### src/hw/rtl/owd_pkg.sv
// owd_pkg: shared types and constants of the oscillation window detector
// no dependencies; imported by owd_ctrl, owd_dp, oscillation_window_detector and tb
package owd_pkg;

    localparam int RING_DEPTH_DEF = 16;

    localparam int THRESH_W  = 15;
    localparam int WINDOW_W  = 32;
    localparam int MAXCHG_W  = 5;
    localparam int CONSEC_W  = 8;
    localparam int ERR_W     = 16;
    localparam int TIME_W    = 32;
    localparam int COUNT_W   = 5;
    localparam int IN_DATA_W = 48;
    localparam int OUT_DATA_W = 8;

    localparam logic [COUNT_W-1:0] COUNT_MAX = '1;

    localparam logic [THRESH_W-1:0] THRESH_RST = 15'd100;
    localparam logic [WINDOW_W-1:0] WINDOW_RST = 32'd5000;
    localparam logic [MAXCHG_W-1:0] MAXCHG_RST = 5'd4;
    localparam logic [CONSEC_W-1:0] CONSEC_RST = 8'd3;

    localparam int PADDR_W = 4;

    typedef enum logic [1:0] {
        REG_THRESH = 2'd0,
        REG_WINDOW = 2'd1,
        REG_MAXCHG = 2'd2,
        REG_CONSEC = 2'd3
    } reg_idx_t;

    typedef struct packed {
        logic [THRESH_W-1:0] magnitude_threshold;
        logic [WINDOW_W-1:0] window_ms;
        logic [MAXCHG_W-1:0] change_limit;
        logic [CONSEC_W-1:0] consec_threshold;
    } cfg_t;

    typedef struct packed {
        logic load_in;
        logic clear;
        logic pop;
        logic update;
        logic load_out;
    } dp_cmd_t;

    typedef struct packed {
        logic expire;
    } dp_status_t;

endpackage

### src/hw/rtl/oscillation_window_detector.sv
// oscillation_window_detector: top level with stream ports, apb register file,
// controller and datapath; depends on owd_pkg, owd_ctrl and owd_dp
// states: clear request idle, result; sample request idle, read, check, update, result
// one request in flight; the next is accepted in the cycle after the result is registered
// expiry loop (read, check per expired entry) sets the rate: each pop waits one registered read
// reset: rst_n async low; detector state cleared, registers to defaults, ring contents undefined
module oscillation_window_detector #(
    parameter int RING_DEPTH = owd_pkg::RING_DEPTH_DEF
) (
    input  logic                              clk,
    input  logic                              rst_n,
    input  logic                              s_tvalid,
    output logic                              s_tready,
    input  logic [owd_pkg::IN_DATA_W-1:0]     s_tdata,   // error_sample[15:0], now_ms[47:16]
    input  logic                              s_tuser,   // mode
    output logic                              m_tvalid,
    input  logic                              m_tready,
    output logic [owd_pkg::OUT_DATA_W-1:0]    m_tdata,   // oscillating[0], change_count[5:1], zero
    input  logic                              psel,
    input  logic                              penable,
    input  logic                              pwrite,
    input  logic [owd_pkg::PADDR_W-1:0]       paddr,
    input  logic [31:0]                       pwdata,
    output logic [31:0]                       prdata,
    output logic                              pready
);
    import owd_pkg::*;

    cfg_t                cfg_reg;
    dp_cmd_t             cmd;
    dp_status_t          status;
    logic                out_osc;
    logic [COUNT_W-1:0]  out_count;
    logic                wr_en;
    reg_idx_t            reg_idx;

    assign pready  = 1'b1;
    assign wr_en   = psel && penable && pwrite;
    assign reg_idx = reg_idx_t'(paddr[3:2]);

    always_ff @(posedge clk or negedge rst_n)
    begin
        if (!rst_n)
        begin
            cfg_reg.magnitude_threshold <= THRESH_RST;
            cfg_reg.window_ms           <= WINDOW_RST;
            cfg_reg.change_limit        <= MAXCHG_RST;
            cfg_reg.consec_threshold    <= CONSEC_RST;
        end
        else if (wr_en)
        begin
            unique case (reg_idx)
                REG_THRESH: cfg_reg.magnitude_threshold <= pwdata[THRESH_W-1:0];
                REG_WINDOW: cfg_reg.window_ms           <= pwdata[WINDOW_W-1:0];
                REG_MAXCHG: cfg_reg.change_limit        <= pwdata[MAXCHG_W-1:0];
                REG_CONSEC: cfg_reg.consec_threshold    <= pwdata[CONSEC_W-1:0];
                default: ;
            endcase
        end
    end

    always_comb
    begin
        unique case (reg_idx)
            REG_THRESH: prdata = 32'(cfg_reg.magnitude_threshold);
            REG_WINDOW: prdata = cfg_reg.window_ms;
            REG_MAXCHG: prdata = 32'(cfg_reg.change_limit);
            REG_CONSEC: prdata = 32'(cfg_reg.consec_threshold);
            default:    prdata = '0;
        endcase
    end

    owd_ctrl u_ctrl (
        .clk      (clk),
        .rst_n    (rst_n),
        .s_tvalid (s_tvalid),
        .s_tready (s_tready),
        .s_tuser  (s_tuser),
        .m_tvalid (m_tvalid),
        .m_tready (m_tready),
        .cmd      (cmd),
        .status   (status)
    );

    owd_dp #(
        .RING_DEPTH (RING_DEPTH)
    ) u_dp (
        .clk             (clk),
        .rst_n           (rst_n),
        .cfg             (cfg_reg),
        .in_error        (s_tdata[ERR_W-1:0]),
        .in_now          (s_tdata[ERR_W +: TIME_W]),
        .cmd             (cmd),
        .status          (status),
        .out_oscillating (out_osc),
        .out_count       (out_count)
    );

    assign m_tdata = {(OUT_DATA_W - COUNT_W - 1)'(0), out_count, out_osc};

endmodule

### src/hw/rtl/owd_ctrl.sv
// owd_ctrl: request sequencing state machine of the detector
// depends on owd_pkg; drives owd_dp through dp_cmd_t and reads dp_status_t
module owd_ctrl (
    input  logic                clk,
    input  logic                rst_n,
    input  logic                s_tvalid,
    output logic                s_tready,
    input  logic                s_tuser,
    output logic                m_tvalid,
    input  logic                m_tready,
    output owd_pkg::dp_cmd_t    cmd,
    input  owd_pkg::dp_status_t status
);
    import owd_pkg::*;

    typedef enum logic [2:0] {
        S_IDLE,
        S_READ,
        S_CHECK,
        S_UPDATE,
        S_RESULT
    } state_t;

    state_t state_reg, state_next;
    logic   m_tvalid_reg, m_tvalid_next;
    logic   accept;
    logic   out_free;

    assign s_tready = (state_reg == S_IDLE);
    assign accept   = s_tvalid && s_tready;
    assign out_free = !m_tvalid_reg || m_tready;
    assign m_tvalid = m_tvalid_reg;

    always_comb
    begin
        cmd          = '0;
        state_next   = state_reg;
        m_tvalid_next = m_tvalid_reg && !m_tready;
        unique case (state_reg)
            S_IDLE:
            begin
                if (accept)
                begin
                    cmd.load_in = 1'b1;
                    cmd.clear   = s_tuser;
                    state_next  = s_tuser ? S_RESULT : S_READ;
                end
            end
            S_READ:
            begin
                state_next = S_CHECK;
            end
            S_CHECK:
            begin
                if (status.expire)
                begin
                    cmd.pop    = 1'b1;
                    state_next = S_READ;
                end
                else
                begin
                    state_next = S_UPDATE;
                end
            end
            S_UPDATE:
            begin
                cmd.update = 1'b1;
                state_next = S_RESULT;
            end
            S_RESULT:
            begin
                if (out_free)
                begin
                    cmd.load_out  = 1'b1;
                    m_tvalid_next = 1'b1;
                    state_next    = S_IDLE;
                end
            end
            default:
            begin
                state_next = S_IDLE;
            end
        endcase
    end

    always_ff @(posedge clk or negedge rst_n)
    begin
        if (!rst_n)
        begin
            state_reg    <= S_IDLE;
            m_tvalid_reg <= 1'b0;
        end
        else
        begin
            state_reg    <= state_next;
            m_tvalid_reg <= m_tvalid_next;
        end
    end

    a_accept_leaves_idle: assert property (@(posedge clk) disable iff (!rst_n)
        accept |=> !s_tready)
        else $error("request accepted but controller stayed idle");

    a_check_after_read: assert property (@(posedge clk) disable iff (!rst_n)
        (state_reg == S_CHECK) |-> ($past(state_reg) == S_READ))
        else $error("expiry check without a ring read");

    a_result_from_state: assert property (@(posedge clk) disable iff (!rst_n)
        $rose(m_tvalid_reg) |-> ($past(state_reg) == S_RESULT))
        else $error("result shown outside result state");

endmodule

### src/hw/rtl/owd_dp.sv
// owd_dp: datapath with input latch, sign tracking, timestamp ring memory and result register
// depends on owd_pkg; commanded by owd_ctrl
module owd_dp #(
    parameter int RING_DEPTH = owd_pkg::RING_DEPTH_DEF
) (
    input  logic                         clk,
    input  logic                         rst_n,
    input  owd_pkg::cfg_t                cfg,
    input  logic [owd_pkg::ERR_W-1:0]    in_error,
    input  logic [owd_pkg::TIME_W-1:0]   in_now,
    input  owd_pkg::dp_cmd_t             cmd,
    output owd_pkg::dp_status_t          status,
    output logic                         out_oscillating,
    output logic [owd_pkg::COUNT_W-1:0]  out_count
);
    import owd_pkg::*;

    localparam int IDX_W = $clog2(RING_DEPTH);
    localparam int CNT_W = $clog2(RING_DEPTH + 1);
    localparam int CMP_W = (CNT_W > COUNT_W) ? CNT_W : COUNT_W;

    typedef enum logic [1:0] {
        SIGN_NONE = 2'd0,
        SIGN_POS  = 2'd1,
        SIGN_NEG  = 2'd2
    } sign_t;

    logic signed [ERR_W-1:0]  err_reg;
    logic [TIME_W-1:0]        now_reg;
    logic [TIME_W-1:0]        rd_data_reg;
    logic [TIME_W-1:0]        ring_mem [RING_DEPTH];

    sign_t                    sign_reg, sign_next;
    logic [CONSEC_W-1:0]      run_reg, run_next;
    logic [IDX_W-1:0]         oldest_reg, oldest_next;
    logic [IDX_W-1:0]         next_reg, next_next;
    logic [CNT_W-1:0]         live_reg, live_next;
    logic                     osc_reg;
    logic [COUNT_W-1:0]       count_reg;

    logic [TIME_W-1:0]        age;
    logic [ERR_W-1:0]         mag;
    logic                     is_pos, is_neg, qualify, same_sign, record;
    sign_t                    sign_init;
    logic                     ring_full;
    logic [CMP_W-1:0]         live_ext;
    logic [CMP_W-1:0]         max_ext;

    function automatic logic [IDX_W-1:0] ring_adv(input logic [IDX_W-1:0] idx);
        ring_adv = (idx == IDX_W'(RING_DEPTH - 1)) ? '0 : idx + 1'b1;
    endfunction

    // expiry age, modulo 2^32
    assign age           = now_reg - rd_data_reg;
    assign status.expire = (live_reg != '0) && (age > cfg.window_ms);

    assign is_neg  = err_reg[ERR_W-1];
    assign is_pos  = !is_neg && (err_reg != '0);
    assign mag     = is_neg ? (~err_reg + 1'b1) : err_reg;
    assign qualify = mag >= {1'b0, cfg.magnitude_threshold};

    assign sign_init = (sign_reg == SIGN_NONE) ? (is_pos ? SIGN_POS : SIGN_NEG) : sign_reg;
    assign same_sign = (is_pos && sign_init == SIGN_POS) || (is_neg && sign_init == SIGN_NEG);
    assign record    = cmd.update && qualify && !same_sign
                       && (run_reg == cfg.consec_threshold - 1'b1);
    assign ring_full = (live_reg == CNT_W'(RING_DEPTH));

    always_comb
    begin
        sign_next   = sign_reg;
        run_next    = run_reg;
        oldest_next = oldest_reg;
        next_next   = next_reg;
        live_next   = live_reg;
        priority if (cmd.clear)
        begin
            sign_next   = SIGN_NONE;
            run_next    = '0;
            oldest_next = '0;
            next_next   = '0;
            live_next   = '0;
        end
        else if (cmd.pop)
        begin
            oldest_next = ring_adv(oldest_reg);
            live_next   = live_reg - 1'b1;
        end
        else if (cmd.update && qualify)
        begin
            sign_next = sign_init;
            if (same_sign)
            begin
                run_next = '0;
            end
            else if (record)
            begin
                sign_next = is_pos ? SIGN_POS : SIGN_NEG;
                run_next  = '0;
                next_next = ring_adv(next_reg);
                // full ring drops its oldest entry
                if (ring_full)
                begin
                    oldest_next = ring_adv(oldest_reg);
                end
                else
                begin
                    live_next = live_reg + 1'b1;
                end
            end
            else
            begin
                run_next = run_reg + 1'b1;
            end
        end
        else
        begin
            // hold
        end
    end

    assign live_ext = CMP_W'(live_reg);
    assign max_ext  = CMP_W'(cfg.change_limit);

    always_ff @(posedge clk or negedge rst_n)
    begin
        if (!rst_n)
        begin
            sign_reg   <= SIGN_NONE;
            run_reg    <= '0;
            oldest_reg <= '0;
            next_reg   <= '0;
            live_reg   <= '0;
        end
        else
        begin
            sign_reg   <= sign_next;
            run_reg    <= run_next;
            oldest_reg <= oldest_next;
            next_reg   <= next_next;
            live_reg   <= live_next;
        end
    end

    always_ff @(posedge clk)
    begin
        if (cmd.load_in)
        begin
            err_reg <= in_error;
            now_reg <= in_now;
        end
        if (cmd.load_out)
        begin
            osc_reg   <= live_ext >= max_ext;
            count_reg <= (live_ext > CMP_W'(COUNT_MAX)) ? COUNT_MAX : live_ext[COUNT_W-1:0];
        end
    end

    // timestamp ring
    always_ff @(posedge clk)
    begin
        if (record)
        begin
            ring_mem[next_reg] <= now_reg;
        end
        rd_data_reg <= ring_mem[oldest_reg];
    end

    assign out_oscillating = osc_reg;
    assign out_count       = count_reg;

    a_live_bounded: assert property (@(posedge clk) disable iff (!rst_n)
        live_reg <= CNT_W'(RING_DEPTH))
        else $error("live change count exceeds ring depth");

    a_pop_nonempty: assert property (@(posedge clk) disable iff (!rst_n)
        cmd.pop |-> (live_reg != '0))
        else $error("expiry pop on empty ring");

    a_clear_empties: assert property (@(posedge clk) disable iff (!rst_n)
        cmd.clear |=> (live_reg == '0) && (oldest_reg == next_reg))
        else $error("clear left ring entries");

endmodule

### config.mk
export PLATFORM = sky130hd
export DESIGN_NAME = oscillation_window_detector
export DESIGN_NICKNAME = d
export VERILOG_FILES = /design/src/hw/rtl/owd_pkg.sv /design/src/hw/rtl/oscillation_window_detector.sv /design/src/hw/rtl/owd_ctrl.sv /design/src/hw/rtl/owd_dp.sv
export SDC_FILE = /design/constraint.sdc
export NUM_CORES = 1
export LEC_CHECK = 0
export ABC_AREA = 1
export BUFFER_PORTS_ARGS = -buffer_cell sky130_fd_sc_hd__buf_2
export CORE_MARGIN = 1.5
export CORE_UTILIZATION = 42
export CTS_CLUSTER_DIAMETER = 60
export DETAILED_ROUTE_END_ITERATION = 16
export PLACE_DENSITY_LB_ADDON = 0.15
export SLEW_MARGIN = 20
export SYNTH_ARGS = -nofsm -noshare
export SYNTH_HDL_FRONTEND = slang
export SYNTH_SLANG_ARGS = --single-unit
### constraint.sdc
create_clock -name clk -period 4.32 [get_ports clk]
set_input_delay 0.216 -clock clk [delete_from_list [all_inputs] [get_ports clk]]
set_output_delay 0.216 -clock clk [all_outputs]
set_load 0.005 [all_outputs]
[Word-level counts from Yosys, hierarchy flattened]
Memories as Yosys holds them, arrays and structs flattened. A register that Yosys moved wholly into a read port is not among the register bits.
Index checks and enable logic that the tools add are counted.
W data, S select, Z words.
Storage, ports and cells
  memories kept: 1
  register bits: 141
  word-level logic and storage cells: 133
  bits in writable memories: 512
Operators by class
  bitwise gates (word level): 1
  add/subtract/negate cells: 8
  reduce and logical (&&, ||, !) cells: 36
  equality and inequality tests: 19
  multiplexer cells: 49
  order comparisons: 4
Memories
  u_dp.ring_mem: words 16, width 32, rd ports 1, clocked after memory_dff 1, write ports 1, RTL line owd_dp.sv:31  | logic [TIME_W-1:0] ring_mem [RING_DEPTH];
Operators with widths (number)
  $pmux W32 S4: 1
  $mux W4: 13
  $mux W8: 5
  $gt A32 B32 Y1: 1
  $sub A32 B32 Y32: 1
  $mux W5: 6
  $mux W2: 10
  $add A16 B1 Y16 const B: 1
  $ge A16 B15 Y1: 1
  $mux W16: 1
  $not A16 Y16: 1
  $reduce_bool A16 Y1: 1
  $pmux W3 S5: 1
  $reduce_and A2 Y1: 6
  $reduce_and A4 Y1: 3
  $logic_and A1 B1 Y1: 11
  $mux W1: 9
  $mux W3: 3
  $reduce_bool A3 Y1: 3
  $add A4 B1 Y4 const B: 2
  $add A8 B1 Y8 const B: 1
  $eq A4 B4 Y1 const B: 2
  $eq A8 B8 Y1: 1
  $sub A8 B1 Y8 const B: 1
  19 further kinds: 32

[Depth between registers and ports, before layout]
Gate-level depths: netlist of the first run.
  word-level depth: 15
  gate-level depth with buffers: 34

[Cells and area by module]
A second synthesis of the first run with hierarchy kept.
Second synthesis, totals
  cells, all modules: 2779
  area, all modules: 30331.6 sq um
By module, submodules not included
  owd_dp: seq. area each 18212.5 sq um, cells each 2371, area each 27311.2 sq um, instances 1
  oscillation_window_detector: seq. area each 1515.2 sq um, cells each 373, area each 2770.2 sq um, instances 1
  owd_ctrl: seq. area each 100.1 sq um, cells each 35, area each 250.2 sq um, instances 1

[Least setup slack after synthesis of the first run]
Ideal clock, no wire load.
  kind: flip-flop to flip-flop
  from: reg u_dp.now_reg[0]
  to: reg u_dp.live_reg[4] (netlist: u_dp.live_ext[4])
  library setup time: 0.116 ns
  setup slack: -0.094 ns
  path buffers: 0
  data arrival time: 4.298 ns
  clock period less this slack: 4.414 ns
  cell stages (with the launch flop): 35
  path through: edfxtp_1 -> inv_1 -> ha_1 -> inv_1 -> fa_1 -> nand3_1 -> nand2_1 -> a21oi_1 -> inv_1 -> a21oi_1 -> inv_1 -> nand4_1 -> nand2_1 -> nand2_1 -> nand2_1 -> ha_1 -> nand2_1 -> nor3_1 -> nand3_1 -> inv_1 -> nand2_1 -> nand2_1 -> nand3_1 -> inv_1 -> ha_1 -> nand2_1 -> a21oi_1 -> or2_2 -> xor2_1 -> inv_1 -> nand4_1 -> nand2_1 -> inv_1 -> nand2_1 -> nor2_1
Between the ends
  cells in the longest elaborated chain, start to end: 7
  elaborated cells between the ends (all ways): 12
  those cells by class: 1 x add/sub; 1 x order compare; 2 x eq/ne; 4 x mux; 4 x reduce/logical
RTL lines
  start, declared: RTL line owd_dp.sv:29  | logic [TIME_W-1:0] now_reg;
  start signal, assigned: RTL line owd_dp.sv:149  | now_reg <= in_now;
  $sub A32 B32 Y32 *: RTL line owd_dp.sv:54  | assign age = now_reg - rd_data_reg;
  $gt A32 B32 Y1 *: RTL line owd_dp.sv:55  | assign status.expire = (live_reg != '0) && (age > cfg.window_ms);
  $logic_and A1 B1 Y1 *: RTL line owd_dp.sv:55
  $mux W1 *: RTL line owd_ctrl.sv:55  | if (status.expire)
  $mux W1 *: RTL line owd_ctrl.sv:39  | unique case (state_reg)
  $ne A3 B3 Y1 (no line), or another cell as far along
  $reduce_and A4 Y1 (no line) / $mux W5 (equally long branches)
  end signal, assigned: RTL line owd_dp.sv:140  | live_reg <= live_next;
  end, declared: RTL line owd_dp.sv:37  | logic [CNT_W-1:0] live_reg, live_next;
Mark *: on every way between the ends. The rest lies on a longest branch, timed or not.
A chain may end at the register's enable or synchronous reset.

[Worst setup path after layout of the first run]
  from: reg u_dp.now_reg[20]
  to: reg u_dp.live_reg[4] (netlist: u_dp.live_ext[4])
The elaborated chain is that of the path after synthesis.

==> reports/results.txt, run 1 <==
status: finished with violations
failing checks: setup timing
final setup margin: -0.0226 ns
RR Startpoint: u_dp.now_reg[20]
Worst Setup End Kind: register
drt total wl: 89.7 mm
fin crit period: 4.34 ns
critical path peak fanout: 3
global-route wire length before repair: 133 mm
HPWL Detailed: 54.4 mm
P per Cell Area: 646 nW/µm²
IO buf count: 129
FFs w/ async S/R, synth: 12.7%
largest net degree at the start of global routing: 137
clk buf depth: 3
Max Clk Rate: 230 MHz
final hold vios: 0
initial antenna violation count: 0
Slew HR: 32.9%
Worst-path clk slew: 0.06 ns
Pins Over Slew Limit: 0
Vias/cell: 5.38
root cell of the clock tree: clkbuf_16
CTS Buf Count: 74
Core ar.: 70400 µm²
Setup WS pre-CTS: -0.289 ns
CTS tree: done
syn avg cell area: 11.2 µm²
Overflow after GRT: 0
Synth Register Bits: 685
Die Footprint: 73100 µm²
post-route ant nets: 0
via count: 21825
maximum VDD drop: 0.000340 V
largest cells by area after synthesis: edfxtp_1, dfrtp_1, nand2_1
P&R area growth vs syn: 22.6%
placed cells: 3822
Critical Path RT: 4.83 ns
fin crit share: 101%
Synth Warn #: 0
Worst EP arrival: 4.85 ns
Die Wd: 270 µm
Yosys top cell area share: 56.6%
H-tree depth: 3
first-pass detailed-route iteration total: 6
crit-path max cell delay: 0.49 ns
Worst R2R Setup Slack: -0.02 ns
Nets: 3245
total negative slack: -0.0226 ns
most frequent cell after synthesis: edfxtp_1
final setup vio count: 1
post-DR wirelength/cell: 22.1 µm
max FFs per register: 512
CP most frequent cell: nand2_1
vias in the first global route: 21293
die height: 270 µm
count of cell types in the netlist: 52
layout cells sized above 1: 18.0%
crit path max-delay cell type: edfxtp_1
initial core utilization: 42.7%
total global-route track usage: 24.5%
post-route insts no fill: 4059
Synth area leader: edfxtp_1
DRC Markers: 0
clk_lat worst skew: 0.63 ns
Post-Syn Area: 30000 µm²
Antenna diodes: 0
Pleak: 14.5 nW
Worst Hold Class: in2async
final RePlAce weighted congestion: 0.923
Sink Count: 685
Initial DRC Count: 2071
total power: 23.8 mW
Worst Tran Pin Value: 1.00 ns
Synth top cells by count: edfxtp_1, nand2_1, nor2_1, o21ai_0, inv_1
hold_ws: 0.179 ns
Post-Synthesis Cells: 2690
Fillers: 6154
Site Rows: 97
IO Pins: 135
RSZ-0062 raised after global routing: true
Reg2Reg Depth: 29
Setup Skew: 0.0235 ns
crit path kind: reg2reg
Main synth FF type: edfxtp_1
post-synthesis sequential area ratio: 66.0%
Max Cap Viol: 0
startpoint types: register
Post-synth EDFFs: 566
r2r endpoint: u_dp.live_ext[4]
-- worst max path at each step --
stage / start / to / slack, ns / depth (start not counted)
after floorplan: u_dp.now_reg[0] / u_dp.live_ext[4] / 0.03 / 34
after global placement: u_dp.now_reg[16] / u_dp.live_ext[4] / -0.32 / 31
after detailed placement: u_dp.now_reg[2] / u_dp.live_ext[4] / -0.29 / 30
after CTS: u_dp.now_reg[0] / u_dp.live_ext[4] / -0.11 / 32
after global routing: u_dp.now_reg[0] / u_dp.live_ext[4] / -0.37 / 34
final: u_dp.now_reg[20] / u_dp.live_ext[4] / -0.02 / 29
-- cell families after synthesis --
group           synth area share (%)
compound gates                  10.4
other cells                   0.0250
buf+inv                         4.55
simple gates                    13.2
flops                           66.0
fa+ha+maj                       4.05
xor+xnor                        1.69
-- routing by layer --
metal | GRT usage, % | vias to the layer above | part of all wire, %
met5 | 0 | - | 0
met4 | 7.13 | 0 | 2.3
met3 | 3.05 | 121 | 6.0
met2 | 39.6 | 680 | 47
met1 | 34.6 | 10840 | 45
li1 | - | 10184 | -
-- what timing repair did --
| item | 4_1_cts | 5_1_grt |
|---|---|---|
| gates cloned | 0 | 0 |
| resized for setup | 31 | 39 |
| pin swaps | 21 | 31 |
| buffers inserted | 7 | 7 |
| endpoints found under the setup margin | 2 | 3 |
| hold endpoints to repair | 154 | 0 |
| hold buffers | 85 | 0 |
-- final cells by class --
| cell class | instances | area [µm²] | share of cell area [%] |
|---|---|---|---|
| clock buffer | 107 | 2160 | 5.87 |
| multi-input combinational | 1657 | 9310 | 25.3 |
| clock inverter | 31 | 254 | 0.690 |
| sequential | 685 | 19800 | 53.9 |
| inverter | 225 | 853 | 2.32 |
| timing repair buffer | 414 | 3220 | 8.74 |
| tap | 940 | 1180 | 3.20 |
-- cell usage in the layout, fill, tap and decap left out, types with 7 or more instances in the layout --
cell type        n
dfstp_2         11
nor3_1           8
nand2_2          9
edfxtp_1       566
inv_1          211
nor2_4          22
xnor2_1         12
inv_2            7
a21o_1          11
clkinv_2        11
buf_4          183
clkbuf_16       78
dlygate4sd3_1   85
o21ai_0        240
clkbuf_1        19
nand3_1         95
a221oi_1        36
nand4_1         38
a21oi_1        139
dfxtp_1         32
ha_1            83
o221ai_1        32
nand2_4          8
o22ai_1         45
nor2_1         244
buf_12          17
ha_4            10
xor2_1          41
nand3_2         10
dfrtp_1         74
clkinv_1        13
nor2_2           9
buf_2          128
clkbuf_8        10
nand2_1        494
a21oi_2         10
-- worst max-delay path: cells and delay by family, from the launching register on --
kind	cells	cell delay, ns
AO/OA/AOI/OAI	4	0.55
XOR/XNOR	2	0.30
adder cells (fa/ha/maj)	3	0.87
buffers and inverters	5	0.46
flip-flops	1	0.49
AND/OR/NAND/NOR	15	1.54
-- power breakdown --
part,total (mW),switching (mW),internal (mW)
Clock,6.24,2.61,3.63
Combinational,9.19,5.66,3.53
Sequential,8.33,0.433,7.90
-- stage by stage --
| step | instance area (µm²) | util, % |
|---|---|---|
| 4_1_cts | 36600 | 52.0 |
| 5_1_grt | 36800 | 52.3 |
| 2_1_floorplan | 30000 | - |
| 6_report | 36800 | 52.3 |
| 3_3_place_gp | 33100 | 47.0 |
| 3_5_place_dp | 33100 | 47.0 |
No activity file was read; power rests on OpenSTA's default activity.
==> inputs of run 2 (changes only) <==
PLACE_DENSITY = 0.62   (was unset)
PLACE_DENSITY_LB_ADDON = unset   (was 0.15)
==> run 2 against run 1 <==
The flow still finishes with violations (setup timing). Via count is 0.30% higher. Clock power is 1% lower. Maximum frequency is 1.0% lower. Wire length is 2.8% lower. Sequential power is 0.8% lower. First-iteration DRC count is 18% higher. Clock skew is 0.0016 ns lower. Clock-buffer cell count is 3 higher. Critical path type unchanged. Largest power group unchanged. Highest routed layer unchanged.
==> reports/results.txt, run 2 (same netlist as run 1, synthesis figures left out) <==
Worst Hold Class: in2async
Site Rows: 97 (unchanged)
Finished Core Util: 52.1% (-0.14 points)
via count: 21890 (+0.30%)
largest net degree at the start of global routing: 108 (-21%)
final setup vio count: 1 (unchanged)
commonest non-fill, non-tap cell in the layout: edfxtp_1
Pleak: 14.4 nW (-0.98%)
Setup WS pre-CTS: -0.285 ns (+0.00418 ns)
total power: 23.6 mW (-0.67%)
placed cells: 3804 (-0.47%)
clk buf depth: 3 (unchanged)
Top Family by Delay on Critical Path: simple AND/OR/NAND/NOR gates
Vias/cell: 5.42 (+0.82%)
Slew HR: 25.0% (-8.0 points)
Initial DRC Count: 2438 (+18%)
first-pass detailed-route iteration total: 6 (unchanged)
commonest cells after routing, fill and taps aside: edfxtp_1, nand2_1, o21ai_0
Worst EP arrival: 4.89 ns (+0.04 ns)
crit-path max cell delay: 0.45 ns (-0.04 ns)
Fillers: 6011 (-2.3%)
Worst Setup End Kind: register
maximum VDD drop: 0.000421 V (+24%)
crit path max-delay cell type: edfxtp_1
Worst Tran Pin Value: 1.13 ns (+0.121 ns)
Die Wd: 270 µm (unchanged)
initial core utilization: 42.7% (unchanged)
final setup margin: -0.0678 ns (-0.0452 ns)
failing checks: setup timing
initial antenna violation count: 3 (+3)
critical path peak fanout: 3 (unchanged)
status: finished with violations
Crit path buffers/inverters: 6 (+1)
total negative slack: -0.0678 ns (-0.0452 ns)
layout cells sized above 1: 17.9% (-0.066 points)
P&R area growth vs syn: 22.2%
Sink Count: 685 (unchanged)
hold_ws: 0.208 ns (+0.0289 ns)
vias in the first global route: 21408 (+0.54%)
post-route insts no fill: 4038 (-0.52%)
root cell of the clock tree: clkbuf_16
total global-route track usage: 23.6% (-0.82 points)
die height: 270 µm (unchanged)
Pins Over Slew Limit: 0 (unchanged)
design area: 36700 µm² (-0.27%)
max FFs per register: 512 (unchanged)
fin crit share: 102% (+1.0 points)
clk_lat worst skew: 0.62 ns (about the same)
Placed Area: 33000 µm² (-0.41%)
P per Cell Area: 643 nW/µm² (-0.40%)
final hold vios: 0 (unchanged)
startpoint types: register
global-route wire length before repair: 130 mm (-2.5%)
RSZ-0062 raised after global routing: true
IO buf count: 129 (unchanged)
fin crit period: 4.39 ns (+0.0452 ns)
CP most frequent cell: nand2_1
IO Pins: 135 (unchanged)
final RePlAce weighted congestion: 0.919 (-0.43%)
HPWL Detailed: 51.3 mm (-5.6%)
Critical Path RT: 4.82 ns (about the same)
Overflow after GRT: 0 (unchanged)
Max Clk Rate: 228 MHz (-1.0%)
post-DR wirelength/cell: 21.6 µm (-2.3%)
CTS tree: done
DRC Markers: 0 (unchanged)
H-tree depth: 3 (unchanged)
Core ar.: 70400 µm² (unchanged)
Nets: 3225 (-0.62%)
Die Footprint: 73100 µm² (unchanged)
CTS Buf Count: 74 (unchanged)
crit path kind: reg2reg
post-route ant nets: 0 (unchanged)
Setup Skew: 0.0219 ns (-0.00159 ns)
drt total wl: 87.2 mm (-2.8%)
Worst-path clk slew: 0.06 ns (about the same)
Max Cap Viol: 0 (unchanged)
-- run 2: power by group --
group          switching (mW)  internal [mW]  total (mW)  leakage, nW
registers               0.361           7.90        8.26         6.43
clock network            2.58           3.57        6.15         1.15
logic                    5.72           3.48        9.20         6.82
-- run 2: worst paths after layout --
kind	cells past startpoint	startpoint	endpoint	slack, ns
min in group clk	4	penable	cfg_reg[10]	0.27
worst max register to register	31	u_dp.now_reg[2]	u_dp.live_ext[4]	-0.07
max in group asynchronous	3	rst_n	cfg_reg[36]	3.14
worst min-delay path	2	rst_n	cfg_reg[48]	0.21
worst max-delay path	31	u_dp.now_reg[2]	u_dp.live_ext[4]	-0.07
worst min register to register	2	u_dp.sign_reg[0]	u_dp.sign_reg[0]	0.48
-- run 2: timing repair --
action | CTS | global route
hold buffers | 85 | 0
endpoints found under the setup margin | 2 | 3
pin swaps | 8 | 28
setup buffers | 4 | 8
endpoints found under the hold margin | 154 | 0
gates resized for setup | 29 | 59
-- run 2: layout make-up --
class | instances | area (µm²) | area share, %
tap | 940 | 1180 | 3.20
timing repair buffer | 394 | 3060 | 8.35
clock buffer | 110 | 2060 | 5.60
antenna | 1 | 2.50 | 0.00682
sequential | 685 | 19800 | 54.0
multi-input combinational | 1657 | 9420 | 25.7
clock inverter | 26 | 293 | 0.798
inverter | 225 | 853 | 2.33
-- run 2: routing by layer --
layer	GRT usage, %	up-vias	wire [µm]
met5	0	-	0
li1	-	10153	-
met2	38.1	896	40800
met1	32.8	10688	37700
met3	3.30	153	6110
met4	8.44	0	2620
